## src/hdl/rpu_pkg.sv

```systemverilog
// rpu_pkg: shared types, codes and gray level tables for the raw pixel unpacker
// used by every module of the block but the checker; depends on nothing
package rpu_pkg;

    // configuration port geometry
    localparam int CFG_INDEX_W = 3;
    localparam int CFG_DATA_W  = 16;

    // configuration register indexes
    localparam logic [CFG_INDEX_W-1:0] REG_PIXEL_FORMAT = 3'd0;
    localparam logic [CFG_INDEX_W-1:0] REG_SWAP_BYTES   = 3'd1;
    localparam logic [CFG_INDEX_W-1:0] REG_IMAGE_WIDTH  = 3'd2;
    localparam logic [CFG_INDEX_W-1:0] REG_IMAGE_HEIGHT = 3'd3;
    localparam logic [CFG_INDEX_W-1:0] REG_SKIP_COUNT   = 3'd4;

    // pixel format codes
    localparam logic [2:0] FMT_GRAY1    = 3'd0;
    localparam logic [2:0] FMT_GRAY2    = 3'd1;
    localparam logic [2:0] FMT_GRAY4    = 3'd2;
    localparam logic [2:0] FMT_GRAY8    = 3'd3;
    localparam logic [2:0] FMT_RGBX5551 = 3'd4;
    localparam logic [2:0] FMT_XRGB1555 = 3'd5;
    localparam logic [2:0] FMT_RGB565   = 3'd6;

    // reset value of the image width and height registers
    localparam logic [12:0] IMAGE_SIDE_RESET = 13'd64;

    // job queue between front and back
    localparam int QUEUE_DEPTH = 4;
    localparam int QPTR_W      = 2;

    // how the back end expands one queued job
    typedef enum logic [2:0] {
        JM_NONE,
        JM_GRAY1,
        JM_GRAY2,
        JM_GRAY4,
        JM_GRAY8,
        JM_RGB
    } job_mode_t;

    // one queued job: gray jobs carry the byte in color[7:0], rgb jobs r/g/b
    typedef struct packed {
        logic      restart;
        job_mode_t mode;
        logic [23:0] color;
    } job_t;

    // settings seen by the front end
    typedef struct packed {
        logic [2:0]  pixel_format;
        logic        swap_bytes;
        logic [15:0] skip_count;
    } front_cfg_t;

    // settings seen by the back end
    typedef struct packed {
        logic [12:0] image_width;
        logic [12:0] image_height;
    } back_cfg_t;

    // two bit gray level
    function automatic logic [7:0] gray2_level(input logic [1:0] code);
        logic [7:0] v;
        unique case (code)
            2'd0: v = 8'h00;
            2'd1: v = 8'h55;
            2'd2: v = 8'hAA;
            2'd3: v = 8'hFF;
        endcase
        return v;
    endfunction

    // three bit gray level, from the low bits of a nibble
    function automatic logic [7:0] gray3_level(input logic [2:0] code);
        logic [7:0] v;
        unique case (code)
            3'd0: v = 8'h00;
            3'd1: v = 8'h24;
            3'd2: v = 8'h49;
            3'd3: v = 8'h6D;
            3'd4: v = 8'h92;
            3'd5: v = 8'hB6;
            3'd6: v = 8'hDA;
            3'd7: v = 8'hFF;
        endcase
        return v;
    endfunction

    // index of the last pixel a job expands to
    function automatic logic [2:0] last_index(input job_mode_t mode);
        logic [2:0] v;
        unique case (mode)
            JM_GRAY1: v = 3'd7;
            JM_GRAY2: v = 3'd3;
            JM_GRAY4: v = 3'd1;
            default:  v = 3'd0;
        endcase
        return v;
    endfunction

endpackage

```

## src/hdl/rpu_ifs.sv

```systemverilog
// rpu_ifs: valid/ready channel interfaces for the byte and pixel streams
// depends on nothing
interface rpu_byte_if;
    logic       valid;
    logic       ready;
    logic [7:0] data_byte;
    logic       frame_start;

    modport source (output valid, output data_byte, output frame_start, input ready);
    modport sink   (input valid, input data_byte, input frame_start, output ready);
endinterface

interface rpu_pixel_if;
    logic        valid;
    logic        ready;
    logic [11:0] column;
    logic [11:0] row;
    logic [7:0]  red;
    logic [7:0]  green;
    logic [7:0]  blue;
    logic        run_end;

    modport source (output valid, output column, output row, output red, output green,
                    output blue, output run_end, input ready);
    modport sink   (input valid, input column, input row, input red, input green,
                    input blue, input run_end, output ready);
endinterface

```

## src/hdl/rpu_front.sv

```systemverilog
// rpu_front: accepts raw bytes, handles header skip and byte pairing, and turns
// each pixel byte or byte pair, and each frame start, into a job; depends on rpu_pkg and rpu_ifs
module rpu_front
    import rpu_pkg::*;
(
    input  logic       clk,
    input  logic       rst_n,
    rpu_byte_if.sink   byte_stream,
    input  front_cfg_t cfg,
    input  logic       q_full,
    output logic       q_push,
    output job_t       q_job
);

    logic [15:0] skip_left_reg, skip_left_next;
    logic        have_half_reg, have_half_next;
    logic [7:0]  held_reg, held_next;

    logic        accept;
    logic [15:0] skip_src;
    logic        half_src;
    logic [7:0]  d;
    logic [15:0] p;
    logic [23:0] rgb;

    assign byte_stream.ready = !q_full;
    assign accept = byte_stream.valid && byte_stream.ready;
    assign d      = byte_stream.data_byte;

    // frame start restarts skip and pairing before the byte is handled
    assign skip_src = byte_stream.frame_start ? cfg.skip_count : skip_left_reg;
    assign half_src = byte_stream.frame_start ? 1'b0 : have_half_reg;

    // assemble and decode a 16 bit pixel, first byte low unless swapped
    always_comb
    begin
        p = cfg.swap_bytes ? {held_reg, d} : {d, held_reg};
        unique case (cfg.pixel_format)
            FMT_RGBX5551: rgb = {p[15:11], 3'b000, p[10:6], 3'b000, p[5:1], 3'b000};
            FMT_XRGB1555: rgb = {p[14:10], 3'b000, p[9:5], 3'b000, p[4:0], 3'b000};
            default:      rgb = {p[15:11], 3'b000, p[10:5], 2'b00, p[4:0], 3'b000};
        endcase
    end

    // classify the transaction
    always_comb
    begin
        skip_left_next = skip_left_reg;
        have_half_next = have_half_reg;
        held_next      = held_reg;
        q_job.restart  = byte_stream.frame_start;
        q_job.mode     = JM_NONE;
        q_job.color    = {16'h0000, d};
        if (accept)
        begin
            held_next      = byte_stream.frame_start ? 8'h00 : held_reg;
            have_half_next = half_src;
            if (skip_src != 16'h0000)
            begin
                skip_left_next = skip_src - 16'd1;
            end
            else
            begin
                skip_left_next = 16'h0000;
                if (cfg.pixel_format == FMT_RGBX5551 || cfg.pixel_format == FMT_XRGB1555 ||
                    cfg.pixel_format == FMT_RGB565)
                begin
                    if (!half_src)
                    begin
                        held_next      = d;
                        have_half_next = 1'b1;
                    end
                    else
                    begin
                        have_half_next = 1'b0;
                        q_job.mode     = JM_RGB;
                        q_job.color    = rgb;
                    end
                end
                else
                begin
                    have_half_next = 1'b0;
                    unique case (cfg.pixel_format)
                        FMT_GRAY1: q_job.mode = JM_GRAY1;
                        FMT_GRAY2: q_job.mode = JM_GRAY2;
                        FMT_GRAY4: q_job.mode = JM_GRAY4;
                        FMT_GRAY8: q_job.mode = JM_GRAY8;
                        default:   q_job.mode = JM_NONE;
                    endcase
                end
            end
        end
    end

    // a job goes to the queue if it yields pixels or restarts coordinates
    assign q_push = accept && (byte_stream.frame_start || q_job.mode != JM_NONE);

    always_ff @(posedge clk or negedge rst_n)
    begin
        if (!rst_n)
        begin
            skip_left_reg <= 16'h0000;
            have_half_reg <= 1'b0;
            held_reg      <= 8'h00;
        end
        else
        begin
            skip_left_reg <= skip_left_next;
            have_half_reg <= have_half_next;
            held_reg      <= held_next;
        end
    end

endmodule

```

## src/hdl/rpu_queue.sv

```systemverilog
// rpu_queue: short job queue that decouples the front end from the back end
// depends on rpu_pkg
module rpu_queue
    import rpu_pkg::*;
(
    input  logic clk,
    input  logic rst_n,
    input  logic push,
    input  job_t push_job,
    output logic full,
    input  logic pop,
    output job_t head,
    output logic head_valid
);

    job_t              entry_reg [QUEUE_DEPTH];
    logic [QPTR_W-1:0] wr_ptr_reg, wr_ptr_next;
    logic [QPTR_W-1:0] rd_ptr_reg, rd_ptr_next;
    logic [QPTR_W:0]   count_reg, count_next;

    assign full       = (count_reg == (QPTR_W+1)'(QUEUE_DEPTH));
    assign head_valid = (count_reg != '0);
    assign head       = entry_reg[rd_ptr_reg];

    // pointer and fill level update
    always_comb
    begin
        wr_ptr_next = push ? wr_ptr_reg + 1'b1 : wr_ptr_reg;
        rd_ptr_next = pop  ? rd_ptr_reg + 1'b1 : rd_ptr_reg;
        count_next  = count_reg;
        if (push && !pop)
        begin
            count_next = count_reg + 1'b1;
        end
        else if (pop && !push)
        begin
            count_next = count_reg - 1'b1;
        end
    end

    always_ff @(posedge clk or negedge rst_n)
    begin
        if (!rst_n)
        begin
            wr_ptr_reg <= '0;
            rd_ptr_reg <= '0;
            count_reg  <= '0;
        end
        else
        begin
            wr_ptr_reg <= wr_ptr_next;
            rd_ptr_reg <= rd_ptr_next;
            count_reg  <= count_next;
        end
    end

    // job storage
    always_ff @(posedge clk)
    begin
        if (push)
        begin
            entry_reg[wr_ptr_reg] <= push_job;
        end
    end

endmodule

```

## src/hdl/rpu_back.sv

```systemverilog
// rpu_back: expands queued jobs into pixels, one per cycle unless the output
// stalls, tracking raster coordinates; depends on rpu_pkg and rpu_ifs
module rpu_back
    import rpu_pkg::*;
#(
    parameter int MAX_SIDE = 4096
)
(
    input  logic        clk,
    input  logic        rst_n,
    input  back_cfg_t   cfg,
    input  logic        q_valid,
    input  job_t        q_head,
    output logic        q_pop,
    rpu_pixel_if.source pixel_stream
);

    localparam int CW = $clog2(MAX_SIDE) + 1;
    localparam int SW = (CW > 13) ? CW : 13;

    logic [CW-1:0] col_reg, col_next;
    logic [CW-1:0] row_reg, row_next;
    logic [2:0]    idx_reg, idx_next;
    logic          out_valid_reg, out_valid_next;
    logic [11:0]   column_reg, row_out_reg;
    logic [7:0]    red_reg, green_reg, blue_reg;
    logic          run_end_reg;

    logic [SW-1:0] w_raw, h_raw;
    logic [CW-1:0] w, h;
    logic          step, is_none, drop, last, emit, finish;
    logic [CW-1:0] base_col, base_row, c1, r1, c2, r2;
    logic [7:0]    sh1, sh2, sh4, gray;
    logic [23:0]   pix;

    // clamp width and height to 1..MAX_SIDE
    always_comb
    begin
        w_raw = SW'(cfg.image_width);
        h_raw = SW'(cfg.image_height);
        if (w_raw == '0)
            w = CW'(1);
        else if (w_raw > SW'(MAX_SIDE))
            w = CW'(MAX_SIDE);
        else
            w = CW'(w_raw);
        if (h_raw == '0)
            h = CW'(1);
        else if (h_raw > SW'(MAX_SIDE))
            h = CW'(MAX_SIDE);
        else
            h = CW'(h_raw);
    end

    assign step    = q_valid && (!out_valid_reg || pixel_stream.ready);
    assign is_none = (q_head.mode == JM_NONE);

    // coordinates: restart on a restart job's first step, then wrap when needed
    always_comb
    begin
        base_col = (idx_reg == 3'd0 && q_head.restart) ? '0 : col_reg;
        base_row = (idx_reg == 3'd0 && q_head.restart) ? '0 : row_reg;
        c1 = base_col;
        r1 = base_row;
        if (base_col >= w)
        begin
            c1 = '0;
            r1 = (base_row < h) ? base_row + 1'b1 : base_row;
        end
        drop = (r1 >= h);
        c2 = c1 + 1'b1;
        r2 = r1;
        if (c2 >= w)
        begin
            c2 = '0;
            r2 = r1 + 1'b1;
        end
    end

    // pick this pixel's bits from the packed byte
    always_comb
    begin
        sh1 = q_head.color[7:0] << idx_reg;
        sh2 = q_head.color[7:0] << {idx_reg[1:0], 1'b0};
        sh4 = q_head.color[7:0] << {idx_reg[0], 2'b00};
        unique case (q_head.mode)
            JM_GRAY1: gray = sh1[7] ? 8'h00 : 8'hFF;
            JM_GRAY2: gray = gray2_level(sh2[7:6]);
            JM_GRAY4: gray = gray3_level(sh4[6:4]);
            default:  gray = q_head.color[7:0];
        endcase
        pix = (q_head.mode == JM_RGB) ? q_head.color : {gray, gray, gray};
    end

    // the run ends at the job's last pixel or when the next one falls below the image
    assign last   = (idx_reg == last_index(q_head.mode)) || (r2 >= h);
    assign emit   = step && !is_none && !drop;
    assign finish = is_none || drop || last;
    assign q_pop  = step && finish;

    always_comb
    begin
        col_next = col_reg;
        row_next = row_reg;
        idx_next = idx_reg;
        if (step)
        begin
            idx_next = finish ? 3'd0 : idx_reg + 3'd1;
            if (is_none)
            begin
                col_next = base_col;
                row_next = base_row;
            end
            else if (drop)
            begin
                col_next = c1;
                row_next = r1;
            end
            else
            begin
                col_next = c2;
                row_next = r2;
            end
        end
        out_valid_next = out_valid_reg;
        if (emit)
            out_valid_next = 1'b1;
        else if (pixel_stream.ready)
            out_valid_next = 1'b0;
    end

    always_ff @(posedge clk or negedge rst_n)
    begin
        if (!rst_n)
        begin
            col_reg       <= '0;
            row_reg       <= '0;
            idx_reg       <= 3'd0;
            out_valid_reg <= 1'b0;
        end
        else
        begin
            col_reg       <= col_next;
            row_reg       <= row_next;
            idx_reg       <= idx_next;
            out_valid_reg <= out_valid_next;
        end
    end

    // output register payload
    always_ff @(posedge clk)
    begin
        if (emit)
        begin
            column_reg  <= 12'(c1);
            row_out_reg <= 12'(r1);
            red_reg     <= pix[23:16];
            green_reg   <= pix[15:8];
            blue_reg    <= pix[7:0];
            run_end_reg <= last;
        end
    end

    assign pixel_stream.valid   = out_valid_reg;
    assign pixel_stream.column  = column_reg;
    assign pixel_stream.row     = row_out_reg;
    assign pixel_stream.red     = red_reg;
    assign pixel_stream.green   = green_reg;
    assign pixel_stream.blue    = blue_reg;
    assign pixel_stream.run_end = run_end_reg;

endmodule

```

## src/hdl/raw_pixel_unpacker_core.sv

```systemverilog
// raw_pixel_unpacker_core: top level with configuration registers, front end,
// job queue and back end; depends on rpu_pkg, rpu_ifs, rpu_front, rpu_queue, rpu_back
//
// Expands a packed raw byte stream into RGB888 pixels with column/row. Bytes
// enter on byte_stream; a byte flagged frame_start restarts the header skip,
// coordinates and byte pairing. The front end accepts one byte per cycle
// while its four-entry job queue has room; header bytes, bytes of the unused
// format code and the first byte of a 16 bit pair take no back-end time unless
// they carry frame_start. The back end emits one pixel per cycle unless its output
// stalls; a byte yields 8 pixels for gray1, 4 for gray2, 2 for gray4, 1 for gray8
// and 1 per 16 bit pair. A job that yields none still passes the back end: a
// frame_start byte with no pixels, or a byte whose pixels all fall in rows at or
// past image_height, which are dropped. A byte whose pixels reach the last kept
// row stops at the last pixel kept. The pixel output is a register, so bytes keep
// flowing into the queue while a result waits. The user must write configuration
// via cfg_write/cfg_index/cfg_data only while idle; the block does not enforce it.
module raw_pixel_unpacker_core
    import rpu_pkg::*;
#(
    parameter int MAX_SIDE = 4096
)
(
    input  logic                   clk,
    input  logic                   rst_n,
    rpu_byte_if.sink               byte_stream,
    rpu_pixel_if.source            pixel_stream,
    input  logic                   cfg_write,
    input  logic [CFG_INDEX_W-1:0] cfg_index,
    input  logic [CFG_DATA_W-1:0]  cfg_data
);

    logic [2:0]  pixel_format_reg;
    logic        swap_bytes_reg;
    logic [12:0] image_width_reg;
    logic [12:0] image_height_reg;
    logic [15:0] skip_count_reg;

    front_cfg_t front_cfg;
    back_cfg_t  back_cfg;
    logic       q_push, q_full, q_pop, q_valid;
    job_t       q_job, q_head;

    // configuration registers
    always_ff @(posedge clk or negedge rst_n)
    begin
        if (!rst_n)
        begin
            pixel_format_reg <= FMT_GRAY1;
            swap_bytes_reg   <= 1'b0;
            image_width_reg  <= IMAGE_SIDE_RESET;
            image_height_reg <= IMAGE_SIDE_RESET;
            skip_count_reg   <= 16'h0000;
        end
        else if (cfg_write)
        begin
            case (cfg_index)
                REG_PIXEL_FORMAT: pixel_format_reg <= cfg_data[2:0];
                REG_SWAP_BYTES:   swap_bytes_reg   <= cfg_data[0];
                REG_IMAGE_WIDTH:  image_width_reg  <= cfg_data[12:0];
                REG_IMAGE_HEIGHT: image_height_reg <= cfg_data[12:0];
                REG_SKIP_COUNT:   skip_count_reg   <= cfg_data;
                default:          ;
            endcase
        end
    end

    assign front_cfg.pixel_format = pixel_format_reg;
    assign front_cfg.swap_bytes   = swap_bytes_reg;
    assign front_cfg.skip_count   = skip_count_reg;
    assign back_cfg.image_width   = image_width_reg;
    assign back_cfg.image_height  = image_height_reg;

    // byte classification
    rpu_front u_front (
        .clk         (clk),
        .rst_n       (rst_n),
        .byte_stream (byte_stream),
        .cfg         (front_cfg),
        .q_full      (q_full),
        .q_push      (q_push),
        .q_job       (q_job)
    );

    // job queue
    rpu_queue u_queue (
        .clk        (clk),
        .rst_n      (rst_n),
        .push       (q_push),
        .push_job   (q_job),
        .full       (q_full),
        .pop        (q_pop),
        .head       (q_head),
        .head_valid (q_valid)
    );

    // pixel expansion
    rpu_back #(
        .MAX_SIDE (MAX_SIDE)
    ) u_back (
        .clk          (clk),
        .rst_n        (rst_n),
        .cfg          (back_cfg),
        .q_valid      (q_valid),
        .q_head       (q_head),
        .q_pop        (q_pop),
        .pixel_stream (pixel_stream)
    );

endmodule

```

## src/flat_wrapper.sv

```systemverilog
// flat-port wrapper written by rule: the top's interface ports become plain ports
module raw_pixel_unpacker_core_flat import rpu_pkg::*;
#(
    parameter int MAX_SIDE = 4096
)
  (clk, rst_n, cfg_write, cfg_index, cfg_data, byte_stream_valid, byte_stream_data_byte, byte_stream_frame_start, byte_stream_ready, pixel_stream_valid, pixel_stream_column, pixel_stream_row, pixel_stream_red, pixel_stream_green, pixel_stream_blue, pixel_stream_run_end, pixel_stream_ready);
  rpu_byte_if byte_stream_i ();
  rpu_pixel_if pixel_stream_i ();
  input  logic clk;
  input  logic rst_n;
  input  logic cfg_write;
  input  logic [CFG_INDEX_W-1:0] cfg_index;
  input  logic [CFG_DATA_W-1:0] cfg_data;
  input wire logic [$bits(byte_stream_i.valid)-1:0] byte_stream_valid;
  input wire logic [$bits(byte_stream_i.data_byte)-1:0] byte_stream_data_byte;
  input wire logic [$bits(byte_stream_i.frame_start)-1:0] byte_stream_frame_start;
  output wire logic [$bits(byte_stream_i.ready)-1:0] byte_stream_ready;
  output wire logic [$bits(pixel_stream_i.valid)-1:0] pixel_stream_valid;
  output wire logic [$bits(pixel_stream_i.column)-1:0] pixel_stream_column;
  output wire logic [$bits(pixel_stream_i.row)-1:0] pixel_stream_row;
  output wire logic [$bits(pixel_stream_i.red)-1:0] pixel_stream_red;
  output wire logic [$bits(pixel_stream_i.green)-1:0] pixel_stream_green;
  output wire logic [$bits(pixel_stream_i.blue)-1:0] pixel_stream_blue;
  output wire logic [$bits(pixel_stream_i.run_end)-1:0] pixel_stream_run_end;
  input wire logic [$bits(pixel_stream_i.ready)-1:0] pixel_stream_ready;
  assign byte_stream_i.valid = byte_stream_valid;
  assign byte_stream_i.data_byte = byte_stream_data_byte;
  assign byte_stream_i.frame_start = byte_stream_frame_start;
  assign byte_stream_ready = byte_stream_i.ready;
  assign pixel_stream_valid = pixel_stream_i.valid;
  assign pixel_stream_column = pixel_stream_i.column;
  assign pixel_stream_row = pixel_stream_i.row;
  assign pixel_stream_red = pixel_stream_i.red;
  assign pixel_stream_green = pixel_stream_i.green;
  assign pixel_stream_blue = pixel_stream_i.blue;
  assign pixel_stream_run_end = pixel_stream_i.run_end;
  assign pixel_stream_i.ready = pixel_stream_ready;
  raw_pixel_unpacker_core #(.MAX_SIDE(MAX_SIDE)) u_core (.clk(clk), .rst_n(rst_n), .byte_stream(byte_stream_i), .pixel_stream(pixel_stream_i), .cfg_write(cfg_write), .cfg_index(cfg_index), .cfg_data(cfg_data));
endmodule
```

## config.mk

```make
export PLATFORM = sky130hd
export DESIGN_NAME = raw_pixel_unpacker_core_flat
export DESIGN_NICKNAME = d
export VERILOG_FILES = /design/src/hdl/rpu_pkg.sv /design/src/hdl/rpu_ifs.sv /design/src/hdl/rpu_front.sv /design/src/hdl/rpu_queue.sv /design/src/hdl/rpu_back.sv /design/src/hdl/raw_pixel_unpacker_core.sv /design/src/flat_wrapper.sv
export SDC_FILE = /design/constraint.sdc
export NUM_CORES = 1
export LEC_CHECK = 0
export ABC_AREA = 1
export BUFFER_PORTS_ARGS = -buffer_cell sky130_fd_sc_hd__buf_2
export CORE_ASPECT_RATIO = 0.5
export CORE_MARGIN = 1.5
export CORE_UTILIZATION = 60
export CTS_BUF_LIST = sky130_fd_sc_hd__clkbuf_8
export CTS_CLUSTER_DIAMETER = 150
export DETAILED_ROUTE_END_ITERATION = 7
export PLACE_DENSITY_LB_ADDON = 0.08
export SYNTH_ARGS = -nofsm -noshare
export SYNTH_HDL_FRONTEND = slang
export SYNTH_SLANG_ARGS = --single-unit
```

## constraint.sdc

```tcl
create_clock -name clk -period 10.9 [get_ports clk]
set_clock_uncertainty 0.15 [all_clocks]
set_input_delay 0.545 -clock clk [delete_from_list [all_inputs] [get_ports clk]]
set_output_delay 0.545 -clock clk [all_outputs]
set_load 0.02 [all_outputs]
```

=== Yosys cells after proc, flatten, opt, wreduce, memory -nomap -nowiden ===
Memory sizes are Yosys's and may differ from the RTL's.
Index checks and enable logic that the tools add are counted.

* Add/subtract/negate cells: 9
* $lt $le $gt $ge: 7
* Equality and inequality tests: 19
* Shift operators: 3
* Mux-type cells: 45
* Reduce and logical (&&, ||, !) cells: 39

{| class="wikitable"
|+ Operators with widths
! cell !! count
|-
| $mux W13 || 15
|-
| $mux W27 || 3
|-
| $ge A13 B13 Y1 || 4
|-
| $mux W16 || 3
|-
| $mux W24 || 2
|-
| $pmux W24 S2 || 1
|-
| $mux W8 || 5
|-
| $add A13 B1 Y13 const B || 3
|-
| $pmux W8 S4 || 1
|-
| $gt A13 B13 Y1 const B || 2
|-
| $logic_not A13 Y1 || 2
|-
| $pmux W8 S3 || 1
|-
| $eq A3 B2 Y1 const B || 6
|-
| $eq A3 B3 Y1 const B || 6
|-
| $reduce_bool A16 Y1 || 1
|-
| $shl A8 B3 Y8 || 2
|-
| $sub A16 B1 Y16 const B || 1
|-
| $lt A13 B13 Y1 || 1
|-
| $logic_not A3 Y1 || 4
|-
| $mux W3 || 4
|-
| $pmux W3 S4 || 1
|-
| $reduce_and A2 Y1 || 5
|-
| $eq A3 B1 Y1 const B || 3
|-
| $logic_and A1 B1 Y1 || 9
|-
| other kinds (14) || 37
|}

* Flip-flop bits (word level): 157
* RAM bits: 112
* ROM bits: 64
* Input bits: 33
* Output and inout port bits: 51
* Logic and storage cells: 145
* Memories: 2

{| class="wikitable"
|+ Memories
! memory !! depth !! bits a word !! read ports !! clocked after memory_dff !! wr ports !! line !! text
|-
| u_core.u_queue.entry_reg || 4 || 28 || 1 || 0 || 1 || rpu_queue.sv:16 || <nowiki>job_t entry_reg [QUEUE_DEPTH];</nowiki>
|-
| (name not given) || 8 || 8 || 1 || 0 || 0 || rpu_pkg.sv:77 || <nowiki>unique case (code)</nowiki>
|}

=== Depth between registers and ports, before layout ===
Gate-level depths: netlist of run 1.

* Word-level depth: 15
* Mapped depth: 53
* Gate-level depth less buffers: 50

=== Cells and area by module ===
Synthesis of run 1 repeated with hierarchy kept, for this count alone.

* Cells, all modules: 1976
* Area, all modules: 16442.0 µm²

{| class="wikitable"
|+ Modules (own cells, without submodules)
! module !! times used !! cells each !! area each (µm²)
|-
| rpu_back || 1 || 942 || 6900.4
|-
| rpu_queue || 1 || 376 || 5043.6
|-
| rpu_front || 1 || 445 || 2618.8
|-
| raw_pixel_unpacker_core || 1 || 213 || 1879.3
|}

=== Least setup slack after synthesis of run 1 ===
Ideal clock, no wire load.

* Kind: register -> register
* Start point: reg u_core.u_back.idx_reg[0]
* End point: reg u_core.u_back.blue_reg[0], in the netlist u_core.u_back.pixel_stream.blue[0], enable pin
* Data arrival time: 7.570 ns
* Data required time: 10.239 ns
* Setup slack: 2.669 ns
* Stages on the path, launching flop included: 33
* Buffers on the path: 4
* Clock period less this slack: 8.231 ns
* Path through: dfrtp_1 -> clkbuf_1 -> clkinv_1 -> ha_1 -> nand2_1 -> nand3b_4 -> buf_4 -> buf_2 -> nand2_1 -> inv_1 -> ha_1 -> nand2_1 -> inv_1 -> nand3_1 -> nor3_1 -> nand2_1 -> nand3_1 -> nand2_1 -> inv_2 -> buf_2 -> nand3_1 -> inv_2 -> nand3_1 -> o21ai_1 -> nand2_1 -> ha_1 -> a21oi_1 -> o21ai_0 -> a21oi_1 -> nand2_1 -> nor2_1 -> inv_2 -> nor3_1

* Word-level cells in the longest chain between the ends: 9
* Elaborated cells between the ends (all ways): 12
* Those cells by class: add/sub: 1; order compare: 3; mux: 4; reduce/logical: 4

{| class="wikitable"
|+ Ends and longest elaborated chain
! element !! line !! text
|-
| start, declared || rpu_back.sv:23 || <nowiki>logic [2:0] idx_reg, idx_next;</nowiki>
|-
| start signal, assigned || rpu_back.sv:145 || <nowiki>idx_reg <= idx_next;</nowiki>
|-
| $logic_not A3 Y1 * || rpu_back.sv:61, rpu_back.sv:62 ||
|-
| $logic_and A1 B1 Y1 * || rpu_back.sv:61, rpu_back.sv:62 ||
|-
| $mux W13 || rpu_back.sv:62 || <nowiki>base_row = (idx_reg == 3'd0 && q_head.restart) ? '0 : row_reg;</nowiki>
|-
| $add A13 B1 Y13 or $lt A13 B13 Y1 (tied branches) || rpu_back.sv:68 || <nowiki>r1 = (base_row < h) ? base_row + 1'b1 : base_row;</nowiki>
|-
| $mux W13 || rpu_back.sv:68 ||
|-
| $mux W13 * || rpu_back.sv:65 || <nowiki>if (base_col >= w)</nowiki>
|-
| $ge A13 B13 Y1 * || rpu_back.sv:70 || <nowiki>drop = (r1 >= h);</nowiki>
|-
| $logic_not A1 Y1 * || rpu_back.sv:97 || <nowiki>assign emit = step && !is_none && !drop;</nowiki>
|-
| $logic_and A1 B1 Y1 * || rpu_back.sv:97 ||
|-
| named net u_core.u_back.emit || rpu_back.sv:31 || <nowiki>logic step, is_none, drop, last, emit, finish;</nowiki>
|-
| end signal, assigned || rpu_back.sv:159 || <nowiki>blue_reg <= pix[7:0];</nowiki>
|-
| end, declared || rpu_back.sv:26 || <nowiki>logic [7:0] red_reg, green_reg, blue_reg;</nowiki>
|}

Mark *: on every way through the listed nets, which the timed path passes. The rest lies on a longest branch.
A chain may end at the register's enable or synchronous reset.

=== Final worst setup path of run 1 ===
* Start point: reg u_core.u_queue.rd_ptr_reg[0]
* End point: reg u_core.u_queue.count_reg[2]

* Word-level cells in the longest chain between the ends: 15
* Elaborated cells between the ends (all ways): 31
* Those cells by class: add/sub: 3; order compare: 5; eq/ne: 4; mux: 8; reduce/logical: 10; memory: 1

{| class="wikitable"
|+ Ends and longest elaborated chain
! element !! line !! text
|-
| start, declared || rpu_queue.sv:18 || <nowiki>logic [QPTR_W-1:0] rd_ptr_reg, rd_ptr_next;</nowiki>
|-
| start signal, assigned || rpu_queue.sv:52 || <nowiki>rd_ptr_reg <= rd_ptr_next;</nowiki>
|-
| $mem_v2 Z4 W28 * || - ||
|-
| $logic_and A1 B1 Y1 * || rpu_back.sv:61 || <nowiki>base_col = (idx_reg == 3'd0 && q_head.restart) ? '0 : col_reg;</nowiki>
|-
| $mux W13 * || rpu_back.sv:61 ||
|-
| $ge A13 B13 Y1 || rpu_back.sv:65 ||
|-
| $mux W13 * || rpu_back.sv:65 ||
|-
| named net u_core.u_back.c1[0] || rpu_back.sv:32 || <nowiki>logic [CW-1:0] base_col, base_row, c1, r1, c2, r2;</nowiki>
|-
| $add A13 B1 Y13 * || rpu_back.sv:71 || <nowiki>c2 = c1 + 1'b1;</nowiki>
|-
| $ge A13 B13 Y1 * || rpu_back.sv:73 || <nowiki>if (c2 >= w)</nowiki>
|-
| $mux W13 * || rpu_back.sv:73 ||
|-
| $ge A13 B13 Y1 * || rpu_back.sv:96 || <nowiki>assign last = (idx_reg == last_index(q_head.mode)) || (r2 >= h);</nowiki>
|-
| $logic_or A1 B1 Y1 * || rpu_back.sv:96 ||
|-
| named net u_core.u_back.last || rpu_back.sv:31 ||
|-
| $logic_or A1 B1 Y1 * || rpu_back.sv:98 || <nowiki>assign finish = is_none || drop || last;</nowiki>
|-
| $logic_and A1 B1 Y1 * || rpu_back.sv:99 || <nowiki>assign q_pop = step && finish;</nowiki>
|-
| $logic_not A1 Y1 || rpu_queue.sv:31 || <nowiki>if (push && !pop)</nowiki>
|-
| $logic_and A1 B1 Y1 || rpu_queue.sv:31 ||
|-
| $mux W3 or $reduce_bool A2 Y1 (tied branches) || - ||
|-
| end signal, assigned || rpu_queue.sv:53 || <nowiki>count_reg <= count_next;</nowiki>
|-
| end, declared || rpu_queue.sv:19 || <nowiki>logic [QPTR_W:0] count_reg, count_next;</nowiki>
|}

Marks and branches as above.

==> results.sh, run 1 <==
export IMPL_status="finished, final reports clean"
export IMPL_critPathArrivalTime_ns=9.57
export IMPL_r2r_cells=50
export IMPL_hold_viol_final=0
export IMPL_crit_top_cell="nand2_1"
export IMPL_place_gp_congestion=0.941
export IMPL_cts_resized=0
export IMPL_die_y_microns=111
export IMPL_initial_core_util_pct=61.2
export IMPL_clock_latency_ns=0.55
export IMPL_postSynthCellCount=1647
export IMPL_cp_max_fo=50
export IMPL_synth_ff_type="edfxtp_1"
export IMPL_syn2layout_area_growth_pct=9.97
export IMPL_syn_num_nets=1756
export IMPL_synth_seq_cells=247
export IMPL_min_to="u_core.skip_count_reg[15]"
export IMPL_h_tree_depth=2
export IMPL_drc=0
export IMPL_synth_cell_types=55
export IMPL_min_from="cfg_data[15]"
export IMPL_numCtsBuffers=37
export IMPL_layout_commonest_cell="nand2_1"
export IMPL_relSlewSlack_pct=22.1
export IMPL_rsz0062_at_grt="no"
export IMPL_clkSinkCount=247
export IMPL_grt_pass1_vias=10800
export IMPL_worstHoldPathCells=2
export IMPL_first_pass_iters=5
export IMPL_grt_util_all_layers_pct=29.2
export IMPL_drive_above_1_share_pct=11.8
export IMPL_cpPeakStageDelay_ns=0.61
export IMPL_netlist_area_sq_um=14000
export IMPL_viasPerCell=5.68
export IMPL_grt_max_degree=80
export IMPL_tightest_slew_ns=1.16
export IMPL_start_kind="register"
export IMPL_largest_reg_flops=92
export IMPL_p_total_mw=4.53
export IMPL_power_density_nw_per_um2=295
export IMPL_power_frac_seq_pct=32.5
export IMPL_grt_overflow=0
export IMPL_final_cell_mix="438 x nand2_1, 160 x inv_1, 157 x o21ai_0"
export IMPL_path_clk_slew_ns=0.07
export IMPL_setup_viol=0
export IMPL_avgSynthCellArea_sq_um=8.48
export IMPL_reg2reg_from="u_core.u_queue.rd_ptr_reg[0]"
export IMPL_ios=84
export IMPL_fmax_ghz=0.108
export IMPL_ant_nets=0
export IMPL_hold_class="in2reg"
export IMPL_diodes=0
export IMPL_ys_seq_area_share_pct=49.2
export IMPL_cts_root_buf="clkbuf_8"
export IMPL_port_buffers=83
export IMPL_p_sw_mw=2.11
export IMPL_cts_buffer_depth=3
export IMPL_synth_edf_count=139
export IMPL_swShare_pct=46.6
export IMPL_yosys_warnings=0
export IMPL_p_int_mw=2.42
export IMPL_tritoncts="yes"
export IMPL_wl_mm=34.8
export IMPL_antenna_found_initial=0
export IMPL_critPathKind="reg2reg"
export IMPL_slew_violations=0
export IMPL_nNetsFinal=1833
export IMPL_worstPathRequired_ns=11.18
export IMPL_slowest_stage="inv_2"
export IMPL_fp_dieArea_sq_um=24300
export IMPL_comb_power_share_pct=50.4
export IMPL_grt_pass1_wl_mm=56.0
export IMPL_vdd_ir_drop_max_v=0.000217
export IMPL_p_leak_nw=7.19
export IMPL_drtIter0Drc=1131
export IMPL_clockPowerShare_pct=17.1
export IMPL_coreArea_sq_um=22800
export IMPL_min_period_over_period_pct=85.2
export IMPL_dieWidth_microns=219
export IMPL_cap_violations=0
export IMPL_dp_hpwl_mm=24.6
export IMPL_post_route_min_period_ns=9.29
export IMPL_fin_setup_tns_ns=0
export IMPL_reg2reg_to="u_core.u_queue.count_reg[2]"
export IMPL_num_vias=11700
export IMPL_wl_per_cell_microns=16.9
export IMPL_rows=39
export IMPL_setup_worst_path_end_class="register"
export IMPL_regToRegSetupSlack_ns=1.61
export IMPL_synthArstFlopShare_pct=43.7
[how the worst max path moves through the flow]
| stage | startpoint | endpoint | slack, ns | depth (start not counted) |
|---|---|---|---|---|
| 2_1_floorplan | u_core.u_back.idx_reg[0] | u_core.u_back.pixel_stream.blue[0] | 2.67 | 32 |
| 3_3_place_gp | u_core.u_queue.rd_ptr_reg[1] | u_core.u_queue.count_reg[2] | 2.06 | 46 |
| 3_5_place_dp | u_core.u_queue.rd_ptr_reg[1] | u_core.u_queue.count_reg[2] | 1.72 | 48 |
| 4_1_cts | u_core.u_queue.rd_ptr_reg[1] | u_core.u_queue.count_reg[2] | 1.67 | 48 |
| 5_1_grt | u_core.u_queue.rd_ptr_reg[0] | u_core.u_queue.count_reg[2] | 0.53 | 49 |
| 6_report | u_core.u_queue.rd_ptr_reg[0] | u_core.u_queue.count_reg[2] | 1.61 | 50 |
[critical path: cells and delay by family, from the launching register on]
| kind | cells | cell delay [ns] |
|---|---|---|
| adders and majority gates | 6 | 1.67 |
| and+or+nand+nor | 23 | 3.81 |
| DFF | 1 | 0.36 |
| buffers and inverters | 10 | 1.57 |
| AOI/OAI and AO/OA | 9 | 1.18 |
| xor gates and xnor gates | 2 | 0.35 |
[area by class of cell]
cell class                      count  area, sq um
Clock inverter                     26          171
Clock buffer                       41          564
Timing Repair Buffer               96          518
Inverter                          170          638
Sequential cell                   247         6880
Tap cell                          307          384
Multi-Input combinational cell   1172         6210
Fill cell                        1817         7470
[power by group through the flow]
| stage | Clock [mW] | Sequential (mW) | Combinational [mW] |
|---|---|---|---|
| 4_1_cts | 0.790 | 1.47 | 2.26 |
| 3_3_place_gp | 0 | 1.48 | 2.19 |
| 3_5_place_dp | 0 | 1.49 | 2.25 |
| 2_1_floorplan | 0 | 1.59 | 1.52 |
| 6_report | 0.775 | 1.47 | 2.28 |
| 5_1_grt | 0.836 | 1.49 | 2.56 |
[per-stage QoR]
step	setup WS, ns	cells	hold slack, ns	instance area (sq um)	utilization (%)
5_1_grt	0.525	2059	0.0648	15400	67.3
4_1_cts	1.67	2059	0.0542	15400	67.3
2_1_floorplan	2.67	1647	0.0994	14000	-
6_report	1.61	2059	0.0791	15400	67.3
3_3_place_gp	2.06	1991	0.309	14600	64.0
3_5_place_dp	1.72	1991	0.318	14600	64.0
[per-layer routing]
metal | track usage [%] | routed length, microns | vias up | share of wire, %
met1 | 43.1 | 16200 | 5490 | 46
met4 | 7.72 | 682 | 0 | 2.0
met5 | 0 | 0 | - | 0
li1 | - | - | 5704 | -
met3 | 5.93 | 2640 | 55 | 7.6
met2 | 43.9 | 15300 | 447 | 44
[cells in the mapped netlist (all sizes together), types with 14 or more instances]
master	number	area share, %
xor2	25	1.6
nor3	16	0.68
a21oi	90	3.2
nand2	442	12
nor2	143	4.0
edfxtp	139	30
nand3	60	2.2
buf	17	0.77
o22ai	14	0.63
o21ai	192	6.9
ha	75	6.7
dfrtp	106	19
inv	165	4.4
nand4	28	1.3
clkbuf	41	1.1
[cells by family after synthesis]
| kind of cell | Yosys count | share of synthesized area (%) |
|---|---|---|
| AO/OA/AOI/OAI | 333 | 12.9 |
| XOR/XNOR | 34 | 2.18 |
| adder cells (fa/ha/maj) | 76 | 6.86 |
| buffers and inverters | 228 | 6.44 |
| flip-flops | 247 | 49.2 |
| multiplexers | 10 | 0.743 |
| AND/OR/NAND/NOR | 719 | 21.7 |
[repair_timing]
action,in CTS,in global routing
endpoints found under the hold margin,29,0
buffers inserted,0,0
hold buffers,1,0
Note: power is estimated with default switching activity, not from simulation.
==> run 2, diff against run 1 <==
CORE_UTILIZATION = 24   (was 60)
CTS_BUF_LIST = not set   (was sky130_fd_sc_hd__clkbuf_8)
==> run 2 against run 1 <==
- worst hold slack lost 0.041 ns
- fmax increased by 1.2%
- register-to-register slack gained 0.11 ns
- clock power is 34% higher
- critical path depth decreased by 5
- wire length rose by 23%
- final area up 5.5%
- first-iteration DRC count fell by 43%
- non-clock buffer count increased by 2
- total power increased by 7.1%
- combinational power grew 3%
==> results.sh, run 2 (same netlist as run 1, synthesis figures left out) <==
export IMPL_ios=84
export IMPL_crit_top_cell="nand2_1"
export IMPL_path_delay_family="simple AND/OR/NAND/NOR gates"
export IMPL_largest_reg_flops=92
export IMPL_cts_root_buf="clkbuf_16"
export IMPL_antenna_found_initial=0
export IMPL_final_cell_mix="438 x nand2_1, 157 x o21ai_0, 147 x inv_1"
export IMPL_viasPerCell=4.50
export IMPL_tightest_slew_ns=1.13
export IMPL_port_buffers=83
export IMPL_grt_max_degree=58
export IMPL_num_vias=11300
export IMPL_slowest_stage="nand3_1"
export IMPL_relSlewSlack_pct=24.6
export IMPL_wl_mm=42.7
export IMPL_worstPathRequired_ns=11.21
export IMPL_place_gp_congestion=0.805
export IMPL_drc=0
export IMPL_ant_nets=0
export IMPL_grt_pass1_vias=11100
export IMPL_fmax_ghz=0.109
export IMPL_setup_worst_path_end_class="register"
export IMPL_clock_latency_ns=0.59
export IMPL_cpPeakStageDelay_ns=0.53
export IMPL_start_kind="register"
export IMPL_coreArea_sq_um=57500
export IMPL_fillers=6252
export IMPL_nNetsFinal=1825
export IMPL_fin_setup_tns_ns=0
export IMPL_fp_dieArea_sq_um=59800
export IMPL_rsz0062_at_grt="no"
export IMPL_initial_core_util_pct=24.3
export IMPL_clkSinkCount=247
export IMPL_path_clk_slew_ns=0.07
export IMPL_grt_util_all_layers_pct=14.4
export IMPL_critPathArrivalTime_ns=9.49
export IMPL_die_y_microns=174
export IMPL_layout_commonest_cell="nand2_1"
export IMPL_diodes=0
export IMPL_first_pass_iters=7
export IMPL_postCtsHoldBufs=1
export IMPL_drive_above_1_share_pct=11.5
export IMPL_wl_per_cell_microns=17.1
export IMPL_cap_violations=0
export IMPL_whs_ns=0.0380
export IMPL_numCtsBuffers=27
export IMPL_drtIter0Drc=640
export IMPL_cts_setup_buffers=0
export IMPL_min_period_over_period_pct=84.2
export IMPL_timing_critical_path_buf_inv=6
export IMPL_h_tree_depth=1
export IMPL_cts_resized=0
export IMPL_dieWidth_microns=344
export IMPL_p_leak_nw=7.24
export IMPL_grt_pass1_wl_mm=66.8
export IMPL_vdd_ir_drop_max_v=0.000143
export IMPL_post_route_min_period_ns=9.18
export IMPL_grt_overflow=0
export IMPL_dp_hpwl_mm=30.2
export IMPL_setup_viol=0
export IMPL_tritoncts="yes"
export IMPL_status="finished, final reports clean"
export IMPL_cp_max_fo=28
export IMPL_critPathKind="reg2reg"
export IMPL_hold_viol_final=0
export IMPL_syn2layout_area_growth_pct=16.0
export IMPL_power_density_nw_per_um2=299
export IMPL_slew_violations=0
export IMPL_cts_buffer_depth=3
export IMPL_rows=62
export IMPL_hold_class="in2reg"
run 2: routing by layer:
| metal | GRT usage (%) | up-vias | wire length, microns |
|---|---|---|---|
| met1 | 20.5 | 5379 | 21100 |
| met3 | 2.25 | 50 | 1290 |
| met4 | 2.92 | 0 | 843 |
| met5 | 0 | - | 0 |
| met2 | 23.1 | 134 | 19500 |
| li1 | - | 5694 | - |
run 2: layout make-up:
class	instances	area, sq um	area share [%]
well taps	768	961	5.93
clock buffers	37	776	4.78
repair buffers	98	533	3.29
flip-flops and latches	247	6880	42.4
clock inverters	12	201	1.24
inverters	170	638	3.94
multi-input cells	1172	6220	38.4
run 2: power by group:
part           total (mW)  internal, mW  switching, mW
clock                1.04         0.618          0.420
combinational        2.35         0.680           1.67
sequential           1.46          1.34          0.115
run 2: metrics by stage:
stage,worst slack (ns),power (mW),instances,instance area (sq um),utilization (%)
after floorplan,2.67,3.11,1647,14000,-
after CTS,1.59,4.95,2504,16200,28.2
after global routing,0.677,5.31,2504,16200,28.2
after detailed placement,1.60,3.88,2454,15200,26.5
after global placement,1.93,3.91,2454,15200,26.5
final,1.72,4.85,2504,16200,28.2
run 2: worst paths after layout:
check | startpoint | end | slack (ns) | cells after the start
max in group asynchronous | rst_n | u_core.u_back.col_reg[7] | 8.83 | 3
max reg2reg | u_core.u_queue.rd_ptr_reg[1] | u_core.u_queue.count_reg[2] | 1.72 | 45
max | u_core.u_queue.rd_ptr_reg[1] | u_core.u_queue.count_reg[2] | 1.72 | 45
min reg2reg | u_core.skip_count_reg[2] | u_core.skip_count_reg[2] | 0.33 | 2
min in group asynchronous | rst_n | u_core.u_back.pixel_stream.valid | 0.45 | 2
min | cfg_data[15] | u_core.skip_count_reg[15] | 0.04 | 2
